<file path="config.mk">
export PLATFORM = sky130hd
export DESIGN_NAME = psvm_ctrl
export DESIGN_NICKNAME = d
export VERILOG_FILES = /design/src/rtl/psvm_pkg.sv /design/src/rtl/psvm_ctrl.sv
export SDC_FILE = /design/constraint.sdc
export NUM_CORES = 1
export LEC_CHECK = 0
export BUFFER_PORTS_ARGS = -buffer_cell sky130_fd_sc_hd__buf_4
export CORE_MARGIN = 10
export CORE_UTILIZATION = 30
export DETAILED_ROUTE_END_ITERATION = 12
export SETUP_SLACK_MARGIN = 0.02
export SYNTH_ARGS = -nofsm -noshare
export SYNTH_HDL_FRONTEND = slang
export SYNTH_SLANG_ARGS = --single-unit
</file>
<file path="constraint.sdc">
create_clock -name clk -period 1.9 [get_ports clk]
set_clock_uncertainty 0.2 [all_clocks]
set_input_delay 0.285 -clock clk [delete_from_list [all_inputs] [get_ports clk]]
set_output_delay 0.285 -clock clk [all_outputs]
set_load 0.02 [all_outputs]
</file>
<file path="src/rtl/psvm_pkg.sv">
// ----------------------------------------------------------------------------
// psvm_pkg: shared types and constants of the sample voice mixer
// Word layouts, action codes, controller states and controller commands.
// ----------------------------------------------------------------------------
package psvm_pkg;

	localparam int NUM_VOICES   = 16;
	localparam int NUM_DRUMS    = 8;
	localparam int SAMPLE_DEPTH = 4096;   // power of two: drum and pointer concatenate

	// fixed field widths
	localparam int ACTION_W    = 2;
	localparam int DRUM_W      = 3;
	localparam int ADDR_W      = 12;
	localparam int SAMPLE_W    = 16;
	localparam int LEN_W       = 13;
	localparam int MASK_W      = 8;
	localparam int COUNT_OUT_W = 5;

	// derived widths
	localparam int VOICE_W  = (NUM_VOICES > 1) ? $clog2(NUM_VOICES) : 1;
	localparam int PTR_W    = $clog2(SAMPLE_DEPTH);
	localparam int MEM_AW   = DRUM_W + PTR_W;
	localparam int VCOUNT_W = $clog2(NUM_VOICES + 1);
	localparam int SUM_W    = SAMPLE_W + VCOUNT_W;

	typedef enum logic [ACTION_W-1:0] {
		ACT_LOAD_SAMPLE = 2'd0,
		ACT_LOAD_LENGTH = 2'd1,
		ACT_FRAME       = 2'd2
	} action_t;

	typedef struct packed {
		logic [ACTION_W-1:0]        action;
		logic [DRUM_W-1:0]          drum;
		logic [ADDR_W-1:0]          address;
		logic signed [SAMPLE_W-1:0] value;
		logic [LEN_W-1:0]           length;
		logic [MASK_W-1:0]          trigger_mask;
		logic                       play_backwards;
	} in_word_t;

	typedef struct packed {
		logic signed [SAMPLE_W-1:0] mix_sample;
		logic [COUNT_OUT_W-1:0]     active_voices;
	} out_word_t;

	typedef enum logic [2:0] {
		ST_IDLE,
		ST_START,
		ST_STEP,
		ST_DRAIN,
		ST_FINISH
	} ctl_state_t;

	typedef struct packed {
		logic               load_sample;
		logic               load_length;
		logic               frame_begin;
		logic               start_en;
		logic [DRUM_W-1:0]  start_drum;
		logic               step_en;
		logic [VOICE_W-1:0] step_voice;
		logic               out_load;
	} dp_cmd_t;

	typedef struct packed {
		logic out_free;
	} dp_status_t;

endpackage

</file>
<file path="src/rtl/psvm_ctrl.sv">
// ----------------------------------------------------------------------------
// psvm_ctrl: frame sequencer
// Decodes accepted words, walks drums for voice starts, then voices for mixing.
// ----------------------------------------------------------------------------
module psvm_ctrl (
	input  logic                 clk,
	input  logic                 arst_n,
	input  logic                 item_valid,
	input  logic [1:0]           action,
	output logic                 item_stall,
	output psvm_pkg::dp_cmd_t    cmd,
	input  psvm_pkg::dp_status_t sts
);
	import psvm_pkg::*;

	ctl_state_t         state_q, state_d;
	logic [DRUM_W-1:0]  drum_cnt_q;
	logic [VOICE_W-1:0] voice_cnt_q;
	logic               last_drum, last_voice;

	assign last_drum  = (drum_cnt_q == DRUM_W'(NUM_DRUMS - 1));
	assign last_voice = (voice_cnt_q == VOICE_W'(NUM_VOICES - 1));

	always_ff @(posedge clk or negedge arst_n) begin
		if (!arst_n) begin
			state_q     <= ST_IDLE;
			drum_cnt_q  <= '0;
			voice_cnt_q <= '0;
		end else begin
			state_q <= state_d;
			if (state_q == ST_START) begin
				drum_cnt_q <= last_drum ? '0 : drum_cnt_q + DRUM_W'(1);
			end
			if (state_q == ST_STEP) begin
				voice_cnt_q <= last_voice ? '0 : voice_cnt_q + VOICE_W'(1);
			end
		end
	end

	always_comb begin
		state_d    = state_q;
		cmd        = '0;
		item_stall = 1'b1;
		unique case (state_q)
			ST_IDLE: begin
				item_stall = 1'b0;
				if (item_valid) begin
					unique case (action)
						ACT_LOAD_SAMPLE: cmd.load_sample = 1'b1;
						ACT_LOAD_LENGTH: cmd.load_length = 1'b1;
						ACT_FRAME: begin
							cmd.frame_begin = 1'b1;
							state_d         = ST_START;
						end
						default: ;   // unused code, word dropped
					endcase
				end
			end
			ST_START: begin
				cmd.start_en   = 1'b1;
				cmd.start_drum = drum_cnt_q;
				if (last_drum) begin
					state_d = ST_STEP;
				end
			end
			ST_STEP: begin
				cmd.step_en    = 1'b1;
				cmd.step_voice = voice_cnt_q;
				if (last_voice) begin
					state_d = ST_DRAIN;
				end
			end
			ST_DRAIN: begin
				state_d = ST_FINISH;   // last read word lands in the sum
			end
			ST_FINISH: begin
				if (sts.out_free) begin
					cmd.out_load = 1'b1;
					state_d      = ST_IDLE;
				end
			end
			default: state_d = ST_IDLE;
		endcase
	end

	a_frame_starts_at_drum0: assert property (@(posedge clk) disable iff (!arst_n)
		cmd.frame_begin |=> (state_q == ST_START) && (drum_cnt_q == '0))
		else $error("frame did not begin at drum 0");

	a_load_needs_slot: assert property (@(posedge clk) disable iff (!arst_n)
		cmd.out_load |-> sts.out_free)
		else $error("result loaded over a waiting word");

	a_load_returns_idle: assert property (@(posedge clk) disable iff (!arst_n)
		cmd.out_load |=> (state_q == ST_IDLE) && (voice_cnt_q == '0))
		else $error("sequencer not idle after result");

	a_step_to_drain: assert property (@(posedge clk) disable iff (!arst_n)
		(state_q == ST_STEP) && last_voice |=> state_q == ST_DRAIN)
		else $error("voice walk did not end in drain");

endmodule

</file>
==> impl_results.md, run 1 <==
- Status: finished, final reports clean
- Max incr delay on CP: 470 ps
- Leakage: 0.4636 nW
- Clock Sinks: 10
- FP Rows: 16
- Initial antenna violation count: 0
- GRT Residual Overflow: 0
- Syn avg cell area: 10.66 um2
- Syn. warnings: 0
- Max Used Layer: met4
- Largest net degree at the start of global routing: 11
- Vias in the first global route: 563
- WL met3: 151 um
- Unrepaired setup endpoints after global routing: yes
- Total Power: 1.605 mW
- CTS buffer count: 3
- Die H: 66.17 um
- Total negative setup slack: 0 ps
- Final ANT Viol Nets: 0
- Clock tree buffer depth: 2
- TritonCTS clock tree: built
- DRT Wirelength: 1595 um
- Met2 Routed Length: 762 um
- HP Class: in -> reg
- Placed wire-length estimate: 1065 um
- Final Setup Violations: 0
- Ports: 20
- GRT Overall Usage: 0.07650
- Internal power: 963.3 uW
- Gate Count Post-Synth: 60
- # Max-Cap Violations: 0
- Die X: 66.17 um
- Area Overhead vs Synth: 52.45%
- M1 WL: 663 um
- Worst Max-Slew Pin Slew: 305.0 ps
- WS Path Type: reg -> out
- Synthesized area: 639.4 um2
- Worst path bufs/invs: 1
- Seq/Total Area, Yosys: 0.3914
- Clk pin slew, worst setup/hold paths: 70 ps
- CP top delay family: simple AND/OR/NAND/NOR gates
- Layout cells sized above 1: 0.5591
- Min Tclk post-route: 1873 ps
- Die area: 4378 um2
- Net Sw Power: 641.8 uW
- Reg power frac: 0.289
- DRC errors left: 0
- # diodes: 0
- Nets: 103
- CP Data Required Time: 1410 ps
- Vias/cell: 4.833
- Period utilisation layout: 0.9860
- Critical Path Start Type: flop
- Power Dens Cells: 1647 nW/um2
- Final instance area: 974.7 um2
- Final hold slack: 15.26 ps
- Worst Path Max Fanout: 7
- Sw frac: 0.3999
- Maximum vdd drop: 757.2 uV
- Register bit total from synthesis: 10
- Critical-path cell list: nor3b_4 -> and2_4 -> buf_6
- Critical Path AT: 1390 ps
- Clock power share: 0.121
- Highest clock rate: 533.8 MHz
- H-Tree Depth: 1
- Area post-placement: 793.3 um2
- Setup WS pre-CTS: 187.5 ps
- Worst setup EP type: primary output
- Core area: 2002 um2
- DR vias: 580
- Final Hold Viols: 0
- Final GP Congestion: 0.7141
- Initial Util: 0.3194
- Combinational Power Share: 0.589
- Root buffer cell: clkbuf_4
- Relative slew margins: 0.7965
- Initial DRC count: 36
- Syn nets: 69
- Setup WS post-layout: 26.63 ps
- Skew-Pair Late Insertion Delay: 270 ps
- Synth cell types: 28
- Port bufs: 19
- Max Transition Viols Final: 0
- CP max stage cell: dfrtp_2
- Average routed wire per standard cell: 13.29 um
- Drt pass-1 iters: 4
- First-pass GRT wire length: 2642 um
synthesized netlist by cell type:
master	number	area share
o21a_1	1	0.012
buf_6	2	0.035
o21ai_0	3	0.023
nand3_1	2	0.016
nor2_1	2	0.012
and2_1	3	0.029
ha_1	3	0.059
dfrtp_1	10	0.39
xnor2_1	1	0.014
a41o_1	1	0.016
or2b_1	1	0.012
and3_1	1	0.0098
and4bb_2	1	0.020
a21o_1	1	0.012
and4_2	1	0.016
nor3b_1	2	0.023
nor3b_4	2	0.059
or3_2	1	0.012
mux2_2	3	0.053
nand3b_1	4	0.047
and2_2	3	0.035
and2_4	1	0.014
nor3_1	3	0.023
a31oi_1	1	0.0098
inv_1	3	0.018
nand2_1	2	0.012
a21oi_1	1	0.0078
buf_4	1	0.012
power groups by stage:
stage	registers (mW)	clock network, mW	logic (mW)
global placement	0.456	0	0.705
CTS	0.449	0.202	0.868
global route	0.484	0.216	1.03
floorplan	0.373	0	0.598
finish	0.465	0.195	0.946
detailed placement	0.461	0	0.715
cell families (layout without fill, tap and decap cells):
kind of cell               Yosys count  after routing  share of synthesized area
DFF                                 10             10                     0.3914
and+or+nand+nor                     29             29                     0.3386
adders and majority gates            3              3                    0.05871
xor gates and xnor gates             1              1                    0.01370
buffers and inverters                6             39                    0.06458
muxes                                3              3                    0.05283
AOI/OAI and AO/OA                    8              8                    0.08024
area by class of cell:
class | instances | area (um2)
clock buffer | 4 | 36.28
sequential | 10 | 254.0
fill | 191 | 1027
timing repair buffer | 32 | 265.3
multi-input combinational | 44 | 374.1
inverter | 3 | 11.26
tap | 27 | 33.78
what timing repair did:
action                     CTS  global route
hold buffers                 1             0
resized for setup            7            12
setup endpoints to repair   13            12
pin swaps                    3             9
buffers inserted             9             2
hold endpoints to repair    10             0
cells in the final DEF, fill, tap and decap left out, types with 2 or more instances in the layout:
master	Yosys	routed
and2_1	3	3
and2_4	1	4
buf_1	0	2
buf_4	1	21
buf_6	2	8
clkbuf_4	0	3
dfrtp_1	10	7
dfrtp_2	0	3
ha_1	3	3
inv_1	3	3
mux2_2	3	3
nand2_1	2	2
nand3_1	2	2
nand3b_1	4	4
nor3_1	3	2
nor3b_2	0	2
nor3b_4	2	2
o21ai_0	3	3
stage by stage:
step                utilization  instances
global route             0.4869        120
floorplan                     -         60
detailed placement       0.3963        104
CTS                      0.4594        118
global placement         0.3963        104
finish                   0.4869        120
layer usage:
metal,up-vias,track usage
met4,0,0.01571
li1,277,-
met5,-,0
met1,281,0.07981
met2,20,0.1256
met3,2,0.05085
state kept, by name, summed over array words and instances, names as in the netlist:
| register | flops |
|---|---|
| voice_cnt_q | 4 |
| drum_cnt_q | 3 |
| state_q | 3 |
path summary, 6_finish.rpt:
path | start | to | slack (ps) | cells past startpoint
worst min register to register | drum_cnt_q[2] | drum_cnt_q[2] | 340 | 1
max in group asynchronous | arst_n | state_q[1] | 1150 | 2
worst min-delay path | sts | state_q[2] | 20 | 2
min in group asynchronous | arst_n | drum_cnt_q[0] | 190 | 2
worst max-delay path | state_q[2] | cmd[1] | 30 | 3
worst max register to register | state_q[2] | voice_cnt_q[1] | 220 | 4
Power figures use the tool's default switching activity.
==> run 2: changes to the inputs <==
--- a/config.mk
+++ b/config.mk
@@ -9,6 +9,7 @@
 export CORE_MARGIN = 10
 export CORE_UTILIZATION = 30
 export DETAILED_ROUTE_END_ITERATION = 12
+export GPL_TIMING_DRIVEN = 0
 export SETUP_SLACK_MARGIN = 0.02
 export SYNTH_ARGS = -nofsm -noshare
 export SYNTH_HDL_FRONTEND = slang
==> impl_results.md, run 2 (same netlist as run 1, synthesis figures left out) <==
- Largest reg by FF count: voice_cnt_q
- Area post-placement: 815.8 um2
- Largest regs: voice_cnt_q (4), drum_cnt_q (3), state_q (3)
- Initial DRC count: 18
- Setup WS post-layout: -15.18 ps
- GRT Overall Usage: 0.07272
- Die H: 66.17 um
- Total Power: 1.791 mW
- Initial Util: 0.3194
- CP Data Required Time: 1410 ps
- DRC errors left: 0
- Die X: 66.17 um
- H-Tree Depth: 1
- Max Transition Viols Final: 0
- Leakage: 0.5262 nW
- Vias in the first global route: 578
- Critical Path AT: 1430 ps
- Placed insts: 106
- Final std cells w/o fill: 129
- FP Rows: 16
- Placed wire-length estimate: 996.6 um
- WS Path Type: reg -> out
- Layout cells sized above 1: 0.5784
- Setup WS pre-CTS: 192.0 ps
- Average routed wire per standard cell: 12.71 um
- HP Class: in -> reg
- TritonCTS clock tree: built
- Max incr delay on CP: 390 ps
- Clock Sinks: 10
- Initial antenna violation count: 0
- Maximum vdd drop: 818.7 uV
- Power Dens Cells: 1686 nW/um2
- Worst Max-Slew Pin Slew: 241.2 ps
- Relative slew margins: 0.8390
- # diodes: 0
- GRT Residual Overflow: 0
- Area Overhead vs Synth: 66.15%
- Period utilisation layout: 1.008
- Highest clock rate: 522.1 MHz
- Skew-Pair Late Insertion Delay: 270 ps
- Final Setup Violations: 4
- Final GP Congestion: 0.7429
- Critical Path Start Type: flop
- Root buffer cell: clkbuf_4
- DR vias: 587
- Largest net degree at the start of global routing: 11
- First-pass GRT wire length: 2532 um
- Nets: 112
- Status: finished, violations left
- Unrepaired setup endpoints after global routing: yes
- Min Tclk post-route: 1915 ps
- Vias/cell: 4.550
- Ports: 20
- Die area: 4378 um2
- Worst Path Max Fanout: 5
- Most frequent cells in the layout: buf_4, buf_6, dfrtp_1
- Drt pass-1 iters: 2
- Clk pin slew, worst setup/hold paths: 70 ps
- Core area: 2002 um2
- Clock tree buffer depth: 2
- CTS buffer count: 3
- Final Hold Viols: 0
- Final ANT Viol Nets: 0
- Critical-path cell list: buf_6 -> nor2_4 -> nand3b_1 -> nor3b_2 -> buf_4
- Failing checks: negative setup slack
- Largest register FFs: 4
- CP max stage cell: dfrtp_1
- Port bufs: 19
- Total negative setup slack: -31.82 ps
- Final instance area: 1062 um2
- Commonest non-fill, non-tap cell in the layout: buf_4
- Worst setup EP type: primary output
- DRT Wirelength: 1640 um
- # Max-Cap Violations: 0
run 2: what timing repair did:
item,4_1_cts,5_1_grt
resized for setup,8,12
hold endpoints to repair,10,0
endpoints found under the setup margin,11,13
buffers inserted,11,5
pin swaps,7,6
cloned,2,0
hold buffers,1,0
run 2: area by class of cell:
| type | count | area (um2) |
|---|---|---|
| buffer | 3 | 33.78 |
| clock buffer | 4 | 36.28 |
| fill | 200 | 939.7 |
| inverter | 3 | 11.26 |
| multi-input combinational | 44 | 369.1 |
| sequential | 10 | 250.2 |
| tap | 27 | 33.78 |
| timing repair buffer | 38 | 327.8 |
run 2: path summary, 6_finish.rpt:
path / start / cells past startpoint / slack [ps] / end
max: state_q[0] / 5 / -20 / cmd[11]
min in group asynchronous: arst_n / 2 / 180 / voice_cnt_q[3]
min: sts / 2 / 20 / state_q[2]
max in group asynchronous: arst_n / 2 / 1190 / state_q[0]
max reg2reg: state_q[2] / 6 / 200 / voice_cnt_q[1]
min reg2reg: drum_cnt_q[2] / 1 / 350 / drum_cnt_q[2]
run 2: layer usage:
| metal | vias up | wire length, um | global-route usage |
|---|---|---|---|
| met1 | 274 | 687 | 0.07877 |
| met5 | - | 0 | 0 |
| met4 | 0 | 13 | 0.01571 |
| met2 | 15 | 788 | 0.1172 |
| met3 | 2 | 151 | 0.04576 |
| li1 | 296 | - | - |
run 2: critical path: cells and delay by family, from the launching register on:
family | cells | cell delay (ps)
flops | 1 | 390
buf+inv | 2 | 300
simple gates | 3 | 470
run 2: per-stage QoR:
step,util,hold slack [ps]
4_1_cts,0.4931,16.11
2_1_floorplan,-,-210.6
3_3_place_gp,0.4075,-76.32
5_1_grt,0.5306,38.24
6_report,0.5306,16.92
3_5_place_dp,0.4075,-75.65
run 2: power by group:
part	leakage [nW]	internal, mW	switching (mW)	total [mW]
combinational	0.377	0.691	0.507	1.20
clock	0.0210	0.116	0.0785	0.195
sequential	0.128	0.311	0.0868	0.398
total	0.526	1.12	0.672	1.79
==> run 3: changes to the inputs <==
--- a/config.mk
+++ b/config.mk
@@ -10,6 +10,7 @@
 export CORE_UTILIZATION = 30
 export DETAILED_ROUTE_END_ITERATION = 12
 export GPL_TIMING_DRIVEN = 0
+export PLACE_DENSITY_LB_ADDON = 0.2
 export SETUP_SLACK_MARGIN = 0.02
 export SYNTH_ARGS = -nofsm -noshare
 export SYNTH_HDL_FRONTEND = slang
==> impl_results.md, run 3 (same netlist as run 1, synthesis figures left out) <==
- Initial antenna violation count: 0
- Port bufs: 19
- Die H: 66.17 um
- TritonCTS clock tree: built
- Final Setup Violations: 3
- Period utilisation layout: 1.004
- # diodes: 0
- Flop-to-flop setup slack: 170 ps
- Largest reg by FF count: voice_cnt_q
- # Max-Cap Violations: 0
- Max Transition Viols Final: 0
- Status: finished, violations left
- GRT Residual Overflow: 0
- Final ANT Viol Nets: 0
- Root buffer cell: clkbuf_4
- Final Core Density: 0.5031
- Vias in the first global route: 536
- Net Sw Power: 642.5 uW
- Setup WS post-layout: -7.298 ps
- Largest net degree at the start of global routing: 11
- FP Rows: 16
- Critical Path Start Type: flop
- Vias/cell: 4.569
- FILL cells: 199
- Highest clock rate: 524.3 MHz
- Power Dens Cells: 1691 nW/um2
- Average routed wire per standard cell: 12.40 um
- Die X: 66.17 um
- WS Path Type: reg -> out
- H-Tree Depth: 1
- Worst Max-Slew Pin Slew: 310.8 ps
- DRT Wirelength: 1525 um
- Leakage: 0.4937 nW
- Critical R2R Launch: state_q[0]
- Final Hold Viols: 0
- Die area: 4378 um2
- Layout cells sized above 1: 0.5625
- GRT Overall Usage: 0.07104
- Final GP Congestion: 0.7531
- Initial Util: 0.3194
- Clk pin slew, worst setup/hold paths: 70 ps
- Reg area: 250.2 um2
- Relative slew margins: 0.7926
- Nets: 106
- DRC errors left: 0
- Ports: 20
- Critical Path AT: 1420 ps
- DR vias: 562
- R2R depth: 5
- Setup WS pre-CTS: 201.5 ps
- Worst Path Max Fanout: 7
- Combinational Power Share: 0.658
- Area Overhead vs Synth: 57.53%
- Placed wire-length estimate: 978.1 um
- Drt pass-1 iters: 2
- Crit Reg-Reg Endpoint: voice_cnt_q[1]
- CP Data Required Time: 1410 ps
- Area occupied by multi-input gates: 369.1 um2
- Internal power: 1.061 mW
- HP Class: in -> reg
- Largest regs: voice_cnt_q (4), drum_cnt_q (3), state_q (3)
- Largest register FFs: 4
- Worst setup EP type: primary output
- Total negative setup slack: -16.76 ps
- Commonest non-fill, non-tap cell in the layout: buf_4
- Core area: 2002 um2
- Initial DRC count: 3
- Skew-Pair Late Insertion Delay: 260 ps
- Clock tree buffer depth: 2
- Min Tclk post-route: 1907 ps
- WHS Path Cells: 2
- Clock Sinks: 10
- Failing checks: negative setup slack
- Maximum vdd drop: 714.2 uV
- First-pass GRT wire length: 2484 um
- Most frequent cells in the layout: buf_4, buf_6, dfrtp_1
- Sw frac: 0.3771
- Reg power frac: 0.229
- Unrepaired setup endpoints after global routing: yes
- CTS buffer count: 3
- Clock power share: 0.112
- Crit path launch: state_q[0]
- Worst setup path end: cmd[3]
## run 3: cell type report
cell class,count,area share
Inverter,3,0.01118
Sequential cell,10,0.2484
Timing Repair Buffer,32,0.2708
Clock buffer,4,0.03602
Buffer,3,0.03354
Multi-Input combinational cell,44,0.3665
Tap cell,27,0.03354
## run 3: per-stage QoR
step	hold slack, ps	power [mW]	instances	instance area (um2)
floorplan	-210.6	0.9717	60	639.4
global placement	-73.65	1.214	106	815.8
detailed placement	-73.35	1.219	106	815.8
CTS	25.69	1.548	116	924.6
global route	28.19	1.844	123	1007
finish	27.09	1.704	123	1007
## run 3: worst max-delay path, stage by stage, from the launching register on
cell and delay, ps:
dfrtp_1 380, buf_6 140, nor3b_4 320, and2_4 220, buf_6 110
## run 3: worst min-delay path by stage
stage | slack (ps) | end | startpoint
floorplan | -210 | drum_cnt_q[0] | arst_n
global placement | -70 | drum_cnt_q[2] | arst_n
detailed placement | -70 | drum_cnt_q[2] | arst_n
CTS | 30 | state_q[2] | sts
global route | 30 | state_q[2] | sts
finish | 30 | state_q[2] | sts
## run 3: power by group through the flow
stage	combinational [mW]	clock, mW	sequential [mW]
6_report	1.12	0.192	0.391
5_1_grt	1.22	0.212	0.412
4_1_cts	0.958	0.199	0.391
3_5_place_dp	0.827	0	0.392
3_3_place_gp	0.824	0	0.390
2_1_floorplan	0.598	0	0.373
## run 3: timing repair
action                                 4_1_cts  5_1_grt
resized for setup                            7        8
pin swaps                                    4        5
buffers inserted                             5        7
hold buffers                                 1        0
setup endpoints to repair                   11       12
endpoints found under the hold margin       10        0
## run 3: layer usage
| layer | global-route usage | vias up | share of wire |
|---|---|---|---|
| met4 | 0.03927 | 0 | 0.0079 |
| met5 | 0 | - | 0 |
| li1 | - | 282 | - |
| met3 | 0.03051 | 2 | 0.083 |
| met2 | 0.1160 | 12 | 0.51 |
| met1 | 0.07500 | 266 | 0.40 |
